**src/hdl/keyed_wait_list_coalescer_assert.svh**
```systemverilog
// Assertion macros for the keyed wait list coalescer.
// No dependencies; included by modules that carry assertions.
`ifndef KEYED_WAIT_LIST_COALESCER_ASSERT_SVH
`define KEYED_WAIT_LIST_COALESCER_ASSERT_SVH

// Same-cycle implication or plain condition, disabled in reset.
`define KWLC_ASSERT(label, clk, rst_n, prop, msg) \
  label: assert property (@(posedge clk) disable iff (!rst_n) prop) else $error(msg);

// Condition that must hold on the cycle after the antecedent.
`define KWLC_ASSERT_NEXT(label, clk, rst_n, ante, cons, msg) \
  label: assert property (@(posedge clk) disable iff (!rst_n) (ante) |=> (cons)) \
    else $error(msg);

`endif

```
**src/hdl/kwlc_pkg.sv**
```systemverilog
// Package for the keyed wait list coalescer: defaults, codes and the
// controller/datapath command and status structs. No dependencies.
package kwlc_pkg;

  localparam int unsigned KEY_ENTRIES_DEF     = 8;
  localparam int unsigned WAITERS_PER_KEY_DEF = 8;
  localparam int unsigned KEY_WIDTH_DEF       = 32;
  localparam int unsigned TOKEN_WIDTH_DEF     = 32;

  localparam int unsigned CFG_W = 4;
  localparam logic [CFG_W-1:0] MAX_WAITERS_RST = 4'd8;

  localparam logic [1:0] REQ_ACQUIRE = 2'd0;
  localparam logic [1:0] REQ_DRAIN   = 2'd1;
  localparam logic [1:0] REQ_FLUSH   = 2'd2;

  typedef enum logic [2:0] {
    ST_OWNER         = 3'd0,
    ST_PARKED        = 3'd1,
    ST_FULL          = 3'd2,
    ST_TABLE_FULL    = 3'd3,
    ST_RELEASED      = 3'd4,
    ST_RELEASED_NONE = 3'd5,
    ST_NOT_FOUND     = 3'd6
  } status_e;

  typedef struct packed {
    logic    capture;
    logic    alloc;
    logic    park;
    logic    emit;
    status_e code;
    logic    key_out;
    logic    free_hit;
    logic    drain_start;
    logic    scan_start;
    logic    scan_next;
    logic    rd_issue;
    logic    rd_last;
    logic    free_cur;
    logic    clear_all;
  } cmd_t;

  typedef struct packed {
    logic [1:0] req_type;
    logic       hit;
    logic       any_free;
    logic       hit_cnt_zero;
    logic       at_cap;
    logic       any_ne;
    logic       cur_ne;
    logic       later_ne;
    logic       j_last;
  } sts_t;

endpackage

```
**src/hdl/kwlc_dp.sv**
```systemverilog
// Datapath of the keyed wait list coalescer: key table, waiter store,
// walk pointers and result registers. Depends on kwlc_pkg and the assert header.
`include "keyed_wait_list_coalescer_assert.svh"

module kwlc_dp import kwlc_pkg::*; #(
  parameter int unsigned KEY_ENTRIES     = KEY_ENTRIES_DEF,
  parameter int unsigned WAITERS_PER_KEY = WAITERS_PER_KEY_DEF,
  parameter int unsigned KEY_WIDTH       = KEY_WIDTH_DEF,
  parameter int unsigned TOKEN_WIDTH     = TOKEN_WIDTH_DEF
) (
  input  logic                   clk_i,
  input  logic                   rst_ni,
  input  logic [1:0]             req_type_i,
  input  logic [KEY_WIDTH-1:0]   key_i,
  input  logic [TOKEN_WIDTH-1:0] waiter_token_i,
  input  logic                   cfg_we_i,
  input  logic [CFG_W-1:0]       cfg_data_i,
  input  cmd_t                   cmd_i,
  output sts_t                   sts_o,
  output logic                   res_valid_o,
  output logic [2:0]             status_o,
  output logic [TOKEN_WIDTH-1:0] released_token_o,
  output logic [KEY_WIDTH-1:0]   released_key_o,
  output logic                   last_o
);

  localparam int unsigned DEPTH = KEY_ENTRIES * WAITERS_PER_KEY;
  localparam int unsigned KIW = (KEY_ENTRIES > 1) ? $clog2(KEY_ENTRIES) : 1;
  localparam int unsigned WIW = (WAITERS_PER_KEY > 1) ? $clog2(WAITERS_PER_KEY) : 1;
  localparam int unsigned CW  = $clog2(WAITERS_PER_KEY + 1);
  localparam int unsigned AW  = (DEPTH > 1) ? $clog2(DEPTH) : 1;

  logic [1:0]             req_type_q;
  logic [KEY_WIDTH-1:0]   req_key_q;
  logic [TOKEN_WIDTH-1:0] req_tok_q;
  logic [CFG_W-1:0]       max_q;

  logic [KEY_ENTRIES-1:0] valid_q;
  logic [KEY_WIDTH-1:0]   ekey_q [KEY_ENTRIES];
  logic [CW-1:0]          cnt_q  [KEY_ENTRIES];
  logic [TOKEN_WIDTH-1:0] store_q [DEPTH];

  logic [KIW-1:0] e_q;
  logic [WIW-1:0] j_q;
  logic [AW-1:0]  base_q;

  logic                   res_valid_q;
  status_e                status_q;
  logic [KEY_WIDTH-1:0]   out_key_q;
  logic                   last_q;
  logic [TOKEN_WIDTH-1:0] rd_q;

  logic [KEY_ENTRIES-1:0] match;
  logic [KEY_ENTRIES-1:0] cnt_nz;
  logic [KEY_ENTRIES-1:0] ne;
  logic                   hit;
  logic [KIW-1:0]         hit_idx;
  logic [KIW-1:0]         free_idx;
  logic                   later_ne;
  logic [CW-1:0]          hit_cnt;
  logic [CW-1:0]          cap;
  logic                   at_cap;
  logic [AW-1:0]          wr_addr;
  logic [AW-1:0]          rd_addr;

  always_comb begin
    hit      = 1'b0;
    hit_idx  = '0;
    free_idx = '0;
    later_ne = 1'b0;
    for (int i = KEY_ENTRIES - 1; i >= 0; i--) begin
      match[i]  = valid_q[i] && (ekey_q[i] == req_key_q);
      cnt_nz[i] = (cnt_q[i] != '0);
      ne[i]     = valid_q[i] && cnt_nz[i];
      if (match[i]) begin
        hit     = 1'b1;
        hit_idx = KIW'(i);
      end
      if (!valid_q[i]) begin
        free_idx = KIW'(i);
      end
    end
    for (int i = 0; i < KEY_ENTRIES; i++) begin
      if ((i > int'(e_q)) && ne[i]) begin
        later_ne = 1'b1;
      end
    end
  end

  always_comb begin
    if ({4'b0, max_q} > 8'(WAITERS_PER_KEY)) begin
      cap = CW'(WAITERS_PER_KEY);
    end else begin
      cap = CW'(max_q);
    end
  end

  assign hit_cnt = cnt_q[hit_idx];
  assign at_cap  = (hit_cnt >= cap);
  assign wr_addr = AW'(hit_idx) * AW'(WAITERS_PER_KEY) + AW'(hit_cnt);
  assign rd_addr = base_q + AW'(j_q);

  assign sts_o.req_type     = req_type_q;
  assign sts_o.hit          = hit;
  assign sts_o.any_free     = ~&valid_q;
  assign sts_o.hit_cnt_zero = (hit_cnt == '0);
  assign sts_o.at_cap       = at_cap;
  assign sts_o.any_ne       = |ne;
  assign sts_o.cur_ne       = ne[e_q];
  assign sts_o.later_ne     = later_ne;
  assign sts_o.j_last       = ((CW+1)'(j_q) + (CW+1)'(1)) == (CW+1)'(cnt_q[e_q]);

  // request capture and config
  always_ff @(posedge clk_i or negedge rst_ni) begin
    if (!rst_ni) begin
      max_q <= MAX_WAITERS_RST;
    end else if (cfg_we_i) begin
      max_q <= cfg_data_i;
    end
  end

  always_ff @(posedge clk_i) begin
    if (cmd_i.capture) begin
      req_type_q <= req_type_i;
      req_key_q  <= key_i;
      req_tok_q  <= waiter_token_i;
    end
  end

  // key table control state
  always_ff @(posedge clk_i or negedge rst_ni) begin
    if (!rst_ni) begin
      valid_q <= '0;
      for (int i = 0; i < KEY_ENTRIES; i++) begin
        cnt_q[i] <= '0;
      end
    end else begin
      if (cmd_i.alloc) begin
        valid_q[free_idx] <= 1'b1;
        cnt_q[free_idx]   <= '0;
      end
      if (cmd_i.park) begin
        cnt_q[hit_idx] <= hit_cnt + CW'(1);
      end
      if (cmd_i.free_hit) begin
        valid_q[hit_idx] <= 1'b0;
        cnt_q[hit_idx]   <= '0;
      end
      if (cmd_i.free_cur) begin
        valid_q[e_q] <= 1'b0;
        cnt_q[e_q]   <= '0;
      end
      if (cmd_i.clear_all) begin
        valid_q <= '0;
        for (int i = 0; i < KEY_ENTRIES; i++) begin
          cnt_q[i] <= '0;
        end
      end
    end
  end

  always_ff @(posedge clk_i) begin
    if (cmd_i.alloc) begin
      ekey_q[free_idx] <= req_key_q;
    end
  end

  // waiter store
  always_ff @(posedge clk_i) begin
    if (cmd_i.park) begin
      store_q[wr_addr] <= req_tok_q;
    end
    if (cmd_i.rd_issue) begin
      rd_q <= store_q[rd_addr];
    end
  end

  // walk pointers
  always_ff @(posedge clk_i or negedge rst_ni) begin
    if (!rst_ni) begin
      e_q    <= '0;
      j_q    <= '0;
      base_q <= '0;
    end else if (cmd_i.drain_start) begin
      e_q    <= hit_idx;
      j_q    <= '0;
      base_q <= AW'(hit_idx) * AW'(WAITERS_PER_KEY);
    end else if (cmd_i.scan_start) begin
      e_q    <= '0;
      j_q    <= '0;
      base_q <= '0;
    end else if (cmd_i.scan_next) begin
      e_q    <= e_q + KIW'(1);
      j_q    <= '0;
      base_q <= base_q + AW'(WAITERS_PER_KEY);
    end else if (cmd_i.rd_issue) begin
      j_q <= j_q + WIW'(1);
    end
  end

  // result registers
  always_ff @(posedge clk_i or negedge rst_ni) begin
    if (!rst_ni) begin
      res_valid_q <= 1'b0;
    end else begin
      res_valid_q <= cmd_i.emit || cmd_i.rd_issue;
    end
  end

  always_ff @(posedge clk_i) begin
    if (cmd_i.rd_issue) begin
      status_q  <= ST_RELEASED;
      out_key_q <= ekey_q[e_q];
      last_q    <= cmd_i.rd_last;
    end else if (cmd_i.emit) begin
      status_q  <= cmd_i.code;
      out_key_q <= cmd_i.key_out ? req_key_q : '0;
      last_q    <= 1'b1;
    end
  end

  assign res_valid_o      = res_valid_q;
  assign status_o         = status_q;
  assign released_key_o   = out_key_q;
  assign last_o           = last_q;
  assign released_token_o = (status_q == ST_RELEASED) ? rd_q : '0;

  `KWLC_ASSERT(a_free_entry_empty, clk_i, rst_ni, ((cnt_nz & ~valid_q) == '0), "count on free entry")
  `KWLC_ASSERT(a_park_legal, clk_i, rst_ni, (cmd_i.park |-> (hit && !at_cap)), "park without room")
  `KWLC_ASSERT_NEXT(a_clear_all, clk_i, rst_ni, cmd_i.clear_all, (valid_q == '0), "table not cleared")

endmodule

```
**src/hdl/kwlc_ctrl.sv**
```systemverilog
// Controller of the keyed wait list coalescer: request sequencing and the
// drain/flush walk. Depends on kwlc_pkg.
module kwlc_ctrl import kwlc_pkg::*; (
  input  logic clk_i,
  input  logic rst_ni,
  input  logic start,
  output logic busy,
  input  sts_t sts_i,
  output cmd_t cmd_o
);

  localparam logic [1:0] S_IDLE = 2'd0;
  localparam logic [1:0] S_EXEC = 2'd1;
  localparam logic [1:0] S_SCAN = 2'd2;
  localparam logic [1:0] S_READ = 2'd3;

  logic [1:0] state_q, state_d;
  logic       flush;

  assign flush = (sts_i.req_type == REQ_FLUSH);
  assign busy  = (state_q != S_IDLE);

  always_comb begin
    state_d = state_q;
    cmd_o   = '0;
    cmd_o.code = ST_OWNER;
    unique case (state_q)
      S_IDLE: begin
        if (start) begin
          cmd_o.capture = 1'b1;
          state_d = S_EXEC;
        end
      end
      S_EXEC: begin
        state_d = S_IDLE;
        unique case (sts_i.req_type)
          REQ_ACQUIRE: begin
            cmd_o.emit = 1'b1;
            if (!sts_i.hit) begin
              if (!sts_i.any_free) begin
                cmd_o.code = ST_TABLE_FULL;
              end else begin
                cmd_o.alloc = 1'b1;
                cmd_o.code  = ST_OWNER;
              end
            end else if (sts_i.at_cap) begin
              cmd_o.code = ST_FULL;
            end else begin
              cmd_o.park = 1'b1;
              cmd_o.code = ST_PARKED;
            end
          end
          REQ_DRAIN: begin
            if (!sts_i.hit) begin
              cmd_o.emit = 1'b1;
              cmd_o.code = ST_NOT_FOUND;
            end else if (sts_i.hit_cnt_zero) begin
              cmd_o.emit     = 1'b1;
              cmd_o.code     = ST_RELEASED_NONE;
              cmd_o.key_out  = 1'b1;
              cmd_o.free_hit = 1'b1;
            end else begin
              cmd_o.drain_start = 1'b1;
              state_d = S_READ;
            end
          end
          REQ_FLUSH: begin
            if (!sts_i.any_ne) begin
              cmd_o.emit      = 1'b1;
              cmd_o.code      = ST_RELEASED_NONE;
              cmd_o.clear_all = 1'b1;
            end else begin
              cmd_o.scan_start = 1'b1;
              state_d = S_SCAN;
            end
          end
          default: begin
            state_d = S_IDLE;
          end
        endcase
      end
      S_SCAN: begin
        if (sts_i.cur_ne) begin
          state_d = S_READ;
        end else begin
          cmd_o.scan_next = 1'b1;
        end
      end
      S_READ: begin
        cmd_o.rd_issue = 1'b1;
        if (sts_i.j_last) begin
          if (flush) begin
            cmd_o.rd_last = !sts_i.later_ne;
            if (sts_i.later_ne) begin
              cmd_o.scan_next = 1'b1;
              state_d = S_SCAN;
            end else begin
              cmd_o.clear_all = 1'b1;
              state_d = S_IDLE;
            end
          end else begin
            cmd_o.rd_last  = 1'b1;
            cmd_o.free_cur = 1'b1;
            state_d = S_IDLE;
          end
        end
      end
      default: begin
        state_d = S_IDLE;
      end
    endcase
  end

  always_ff @(posedge clk_i or negedge rst_ni) begin
    if (!rst_ni) begin
      state_q <= S_IDLE;
    end else begin
      state_q <= state_d;
    end
  end

endmodule

```
**src/hdl/keyed_wait_list_coalescer.sv**
```systemverilog
// Keyed wait list coalescer top level: acquire/drain/flush requests, result per cycle.
// Acquire, a missing drain and an empty flush: one registered result after the EXEC state; a
// new request is taken once busy is low. A drain of n tokens gives n results back to back,
// one store read each; a flush passes through the SCAN state for every entry walked.
// Reset clears valid bits, wait counts and sets the cap to 8; the waiter store is not cleared.
module keyed_wait_list_coalescer import kwlc_pkg::*; #(
  parameter int unsigned KEY_ENTRIES     = KEY_ENTRIES_DEF,
  parameter int unsigned WAITERS_PER_KEY = WAITERS_PER_KEY_DEF,
  parameter int unsigned KEY_WIDTH       = KEY_WIDTH_DEF,
  parameter int unsigned TOKEN_WIDTH     = TOKEN_WIDTH_DEF
) (
  input  logic                   clk_i,
  input  logic                   rst_ni,
  input  logic                   start,
  output logic                   busy,
  input  logic [1:0]             req_type_i,
  input  logic [KEY_WIDTH-1:0]   key_i,
  input  logic [TOKEN_WIDTH-1:0] waiter_token_i,
  input  logic                   cfg_valid_i,
  output logic                   cfg_ready_o,
  input  logic [CFG_W-1:0]       cfg_data_i,
  output logic                   res_valid_o,
  output logic [2:0]             status_o,
  output logic [TOKEN_WIDTH-1:0] released_token_o,
  output logic [KEY_WIDTH-1:0]   released_key_o,
  output logic                   last_o
);

  cmd_t cmd;
  sts_t sts;

  assign cfg_ready_o = 1'b1;

  kwlc_ctrl u_ctrl (
    .clk_i  (clk_i),
    .rst_ni (rst_ni),
    .start  (start),
    .busy   (busy),
    .sts_i  (sts),
    .cmd_o  (cmd)
  );

  kwlc_dp #(
    .KEY_ENTRIES     (KEY_ENTRIES),
    .WAITERS_PER_KEY (WAITERS_PER_KEY),
    .KEY_WIDTH       (KEY_WIDTH),
    .TOKEN_WIDTH     (TOKEN_WIDTH)
  ) u_dp (
    .clk_i            (clk_i),
    .rst_ni           (rst_ni),
    .req_type_i       (req_type_i),
    .key_i            (key_i),
    .waiter_token_i   (waiter_token_i),
    .cfg_we_i         (cfg_valid_i && cfg_ready_o),
    .cfg_data_i       (cfg_data_i),
    .cmd_i            (cmd),
    .sts_o            (sts),
    .res_valid_o      (res_valid_o),
    .status_o         (status_o),
    .released_token_o (released_token_o),
    .released_key_o   (released_key_o),
    .last_o           (last_o)
  );

endmodule
```
**config.mk**
```make
export PLATFORM = sky130hd
export DESIGN_NAME = keyed_wait_list_coalescer
export DESIGN_NICKNAME = d
export VERILOG_FILES = /design/src/hdl/kwlc_pkg.sv /design/src/hdl/kwlc_dp.sv /design/src/hdl/kwlc_ctrl.sv /design/src/hdl/keyed_wait_list_coalescer.sv
export VERILOG_INCLUDE_DIRS = /design/src /design/src/hdl
export SDC_FILE = /design/constraint.sdc
export NUM_CORES = 2
export LEC_CHECK = 0
export BUFFER_PORTS_ARGS = -buffer_cell sky130_fd_sc_hd__buf_4
export CAP_MARGIN = 5
export CORE_UTILIZATION = 30
export DETAILED_ROUTE_END_ITERATION = 8
export PLACE_DENSITY = 0.46
export SLEW_MARGIN = 5
export SYNTH_ARGS = -nofsm -noshare
export SYNTH_HDL_FRONTEND = slang
export SYNTH_SLANG_ARGS = --single-unit
```
**constraint.sdc**
```tcl
create_clock -name clk_i -period 14.6 [get_ports clk_i]
set_clock_uncertainty 0.05 [all_clocks]
set_input_delay 2.19 -clock clk_i [delete_from_list [all_inputs] [get_ports clk_i]]
set_output_delay 2.19 -clock clk_i [all_outputs]
set_load 0.05 [all_outputs]
```
==> metrics.csv <==
stage,metric,value,unit
synthesis,Adder-Cell Fraction of Synth Area,0.2273,%
worst_setup_path,cell with the most instances on the worst path,nor2_4,
worst_setup_path,CP cell instances,xor2_1 > nor4b_1 > nand3_1 > or3_1 > o21ai_1 > a22o_1 > mux2i_1 > o22ai_1 > nor2_4 > inv_2 > ha_1 > a21o_1 > a21oi_1 > and4_1 > nor2b_1 > nand2_1 > nor2_4 > buf_4,
worst_setup_path,worst path required time,15.06,ns
worst_setup_path,CP max stage cell,edfxtp_1,
placed_design,Final HPWL DP,189800,um
worst_setup_path,"Max FO, Critical Path",21,
placed_design,gpl congestion,0.9455,
synthesis,Post-synth top cells,"edfxtp_1, mux4_2, xor2_1",
clock_tree,hold_buf cts,0,
synthesis,Compound-Gate Fraction of Synth Area,2.463,%
clock_tree,post-CTS setup buffer count,0,
power_and_ir_drop,leakage power,34.70,nW
synthesis,ranking of synthesized cells by area,"edfxtp_1, mux4_2, xor2_1, dfrtp_1, a22oi_1",
power_and_ir_drop,final total power,15.22,mW
die,Initial Util,30.22,%
worst_setup_path,Setup CP Type,reg2reg,
sta,Fmax,116.8,MHz
die,Die W,576.8,um
power_and_ir_drop,Cell Int Power,11.99,mW
sta,"Hold Vio Cnt, Final",0,
worst_setup_path,crit path DAT,9.02,ns
routing,Routed wire per std cell,33.87,um
finish,layout cells sized above 1,27.94,%
worst_setup_path,Critical Path Start Type,flop,
worst_setup_path,CP peak stage delay,0.87,ns
grt,vias in the first global route,51252,
grt,first-pass GRT wire length,443900,um
synthesis,ys flop type,edfxtp_1,
sta,WHS,0.4562,ns
finish,Layout area overhead,16.35,%
grt,gr usage total,19.24,%
sta,fin crit period,8.563,ns
synthesis,"EDFF count, synth",2435,
sta,worst slew pin tran,1.319,ns
synthesis,Post-synth ARST share,2.245,%
die,Core Rows,210,
clock_tree,CTS tree,done,
power_and_ir_drop,worst vdd ir,0.08516,mV
routing,DR vias/cell,5.332,
routing,DRT Pass-1 Iters,7,
job,Max-cap violations,0,
sta,RSZ-0062 raised after global routing,no,
worst_setup_path,RR Startpoint,u_dp.req_key_q[10],
clock_tree,Clock Tree Buf Depth,4,
synthesis,Netlist cell types,87,
worst_setup_path,Worst setup EP type,flop,
worst_setup_path,Critical path buffers and inverters,2,
routing,Antenna Violating Nets Remaining,0,
sta,fin crit share,58.65,%
grt,grt total ovfl,0,
clock_tree,H-Tree Depth,5,
synthesis,Avg Synthesized Cell Area,21.19,sq um
finish,fill count,30562,
sta,"Setup violations, final",0,
finish,area occupied by multi-input gates,23940,sq um
power_and_ir_drop,clock power share,45.7,%
synthesis,Synth Area in Simple Gates,3.182,%
synthesis,Post-Syn Area,99100,sq um
clock_tree,"CTS clk-pin slew, worst paths",0.06,ns
hold_path,hold path start,u_dp.status_o[1],
clock_tree,clock buffer count from CTS,282,
synthesis,Yosys top cell area share,73.78,%
synthesis,sequential element share of the synthesized area,75.26,%
power_and_ir_drop,switching pwr,3.227,mW
synthesis,mux cell area share after synthesis,15.35,%
synthesis,largest family of logic cells by synthesized area,multiplexers,
synthesis,most common cell in the synthesized netlist,edfxtp_1,
die,Core Region,327900,sq um
synthesis,cell taking the most area after synthesis,edfxtp_1,
die,Die Span Y,576.8,um
worst_setup_path,Worst Setup SP,u_dp.req_key_q[10],
grt,initial antenna violation count,22,
placed_design,number of port buffers,143,
hold_path,worst hold path class,reg2reg,
synthesis,Syn Inst Count,4676,
power_and_ir_drop,sequential share of power,52.1,%
routing,DR iter-0 viols,5860,
clock_tree,PostCTS Resize Cnt,0,
clock_tree,clk_lat worst skew,0.89,ns
routing,routed via count,51062,
routing,DRC viols,0,
synthesis,post-synthesis sequential element count,2494,
finish,# nets final,5108,
sta,fin. max-slew vios,0,
status,outcome,completed,
die,num ports,145,
clock_tree,clock root cell,clkbuf_16,
power_and_ir_drop,combinational share of power,2.2,%
routing,drt total wl,324400,um
synthesis,post-synth net total,4768,
power_and_ir_drop,P per Cell Area,132.0,nW/um^2
clock_tree,# clock sinks,2494,
worst_setup_path,Top Family by Delay on Critical Path,simple AND/OR/NAND/NOR gates,
sta,setup TNS,0,ns
synthesis,xor and xnor fraction of the mapped netlist area,2.360,%
die,DIE AREA,332600,sq um
grt,pin count of the biggest net entering global routing,128,
finish,flip-flop and latch area,74610,sq um
power_and_ir_drop,Switching Share,21.21,%
sta,Slew headroom,10.90,%
synthesis,Synth Warn #,0,
worst paths after layout:
kind / end / slack, ns / depth (start not counted)
setup / recovery: u_dp.store_q[2][27] / 6.04 / 18
hold / removal: u_dp.status_o[1] / 0.46 / 2
setup reg to reg: u_dp.store_q[2][27] / 6.04 / 18
hold reg to reg: u_dp.status_o[1] / 0.46 / 2
max in group asynchronous: u_dp.base_q[3] / 12.45 / 1
min in group asynchronous: u_dp.max_q[2] / 1.39 / 1
cell families (layout without fill, tap and decap cells):
| logic type | count (synthesis) | after routing |
|---|---|---|
| muxes | 692 | 692 |
| DFF | 2494 | 2494 |
| xor gates and xnor gates | 267 | 267 |
| AOI/OAI and AO/OA | 335 | 335 |
| and+or+nand+nor | 584 | 584 |
| adders and majority gates | 18 | 18 |
| buffers and inverters | 285 | 835 |
| other | 1 | 6 |
registers in the layout, summed over array words and instances, names as in the netlist:
| signal | flops |
|---|---|
| u_dp.ekey_q | 256 |
| u_dp.max_q | 4 |
| u_dp.valid_q | 8 |
| u_dp.req_key_q | 32 |
| u_dp.store_q | 2048 |
| u_dp.res_valid_o | 1 |
| u_dp.rd_q | 32 |
| u_dp.cnt_q | 32 |
| u_dp.req_tok_q | 32 |
| u_dp.status_o | 3 |
| u_dp.e_q | 3 |
| u_dp.released_key_o | 32 |
| u_dp.req_type_q | 2 |
| u_dp.base_q | 3 |
| u_dp.j_q | 3 |
| u_dp.last_o | 1 |
| u_ctrl.state_q | 2 |
worst register-to-register path, delay by kind of cell (launching register included):
family | cells | cell delay (ns)
flops | 1 | 0.87
mux | 1 | 0.26
xor+xnor | 1 | 0.25
buf+inv | 2 | 0.76
compound gates | 5 | 1.84
simple gates | 8 | 3.86
fa+ha+maj | 1 | 0.30
per-stage QoR:
stage / std cells / worst slack, ns / area [sq um] / util [%]
4_1_cts: 9572 / 6.199 / 115300 / 35.16
6_report: 9577 / 6.037 / 115300 / 35.16
2_1_floorplan: 4676 / 7.783 / 99100 / -
5_1_grt: 9574 / 5.840 / 115300 / 35.16
3_5_place_dp: 9078 / 6.231 / 106500 / 32.46
3_3_place_gp: 9077 / 6.310 / 106400 / 32.46
area by class of cell:
type	count	share of cell area, %
antenna	5	0.01085
clock buffer	344	6.348
clock inverter	150	1.316
inverter	40	0.1324
multi-input combinational	1897	20.76
sequential	2494	64.70
tap	4346	4.716
timing repair buffer	301	2.014
routing by layer:
layer	GRT usage (%)	routed length [um]	vias to the layer above
li1	-	-	20394
met1	26.97	140900	28294
met2	31.31	155800	1962
met3	3.086	20210	408
met4	4.589	7424	4
met5	0	27	-
power by group through the flow:
stage / registers (mW) / logic (mW) / clock network (mW)
detailed placement: 8.08 / 0.337 / 0
CTS: 7.93 / 0.338 / 7.10
floorplan: 8.11 / 0.122 / 0
global route: 7.93 / 0.354 / 7.35
global placement: 8.08 / 0.333 / 0
finish: 7.93 / 0.335 / 6.95
cell usage in the layout (no fill, tap or decap), types with 7 or more instances in the layout:
master / instances
edfxtp_1: 2435
mux4_2: 661
buf_4: 296
clkbuf_16: 282
xor2_1: 234
a22oi_1: 144
nor4_1: 102
nand2_1: 97
nor2_4: 70
clkinv_1: 65
nand4_1: 59
nor2_1: 59
clkbuf_1: 59
a21oi_1: 49
dfrtp_1: 49
nand3_1: 42
and2_1: 36
inv_1: 35
a22o_1: 34
xnor2_1: 33
o21ai_0: 30
clkinv_2: 30
bufinv_16: 26
nor3_1: 22
ha_1: 18
mux2i_1: 17
inv_6: 15
mux2_2: 14
nand4b_1: 12
or3_1: 12
nor3b_1: 11
nor4b_1: 9
and3_1: 9
o41ai_1: 8
o21ai_1: 7
o22ai_1: 7
a21boi_0: 7
No activity file was read; power rests on OpenSTA's default activity.
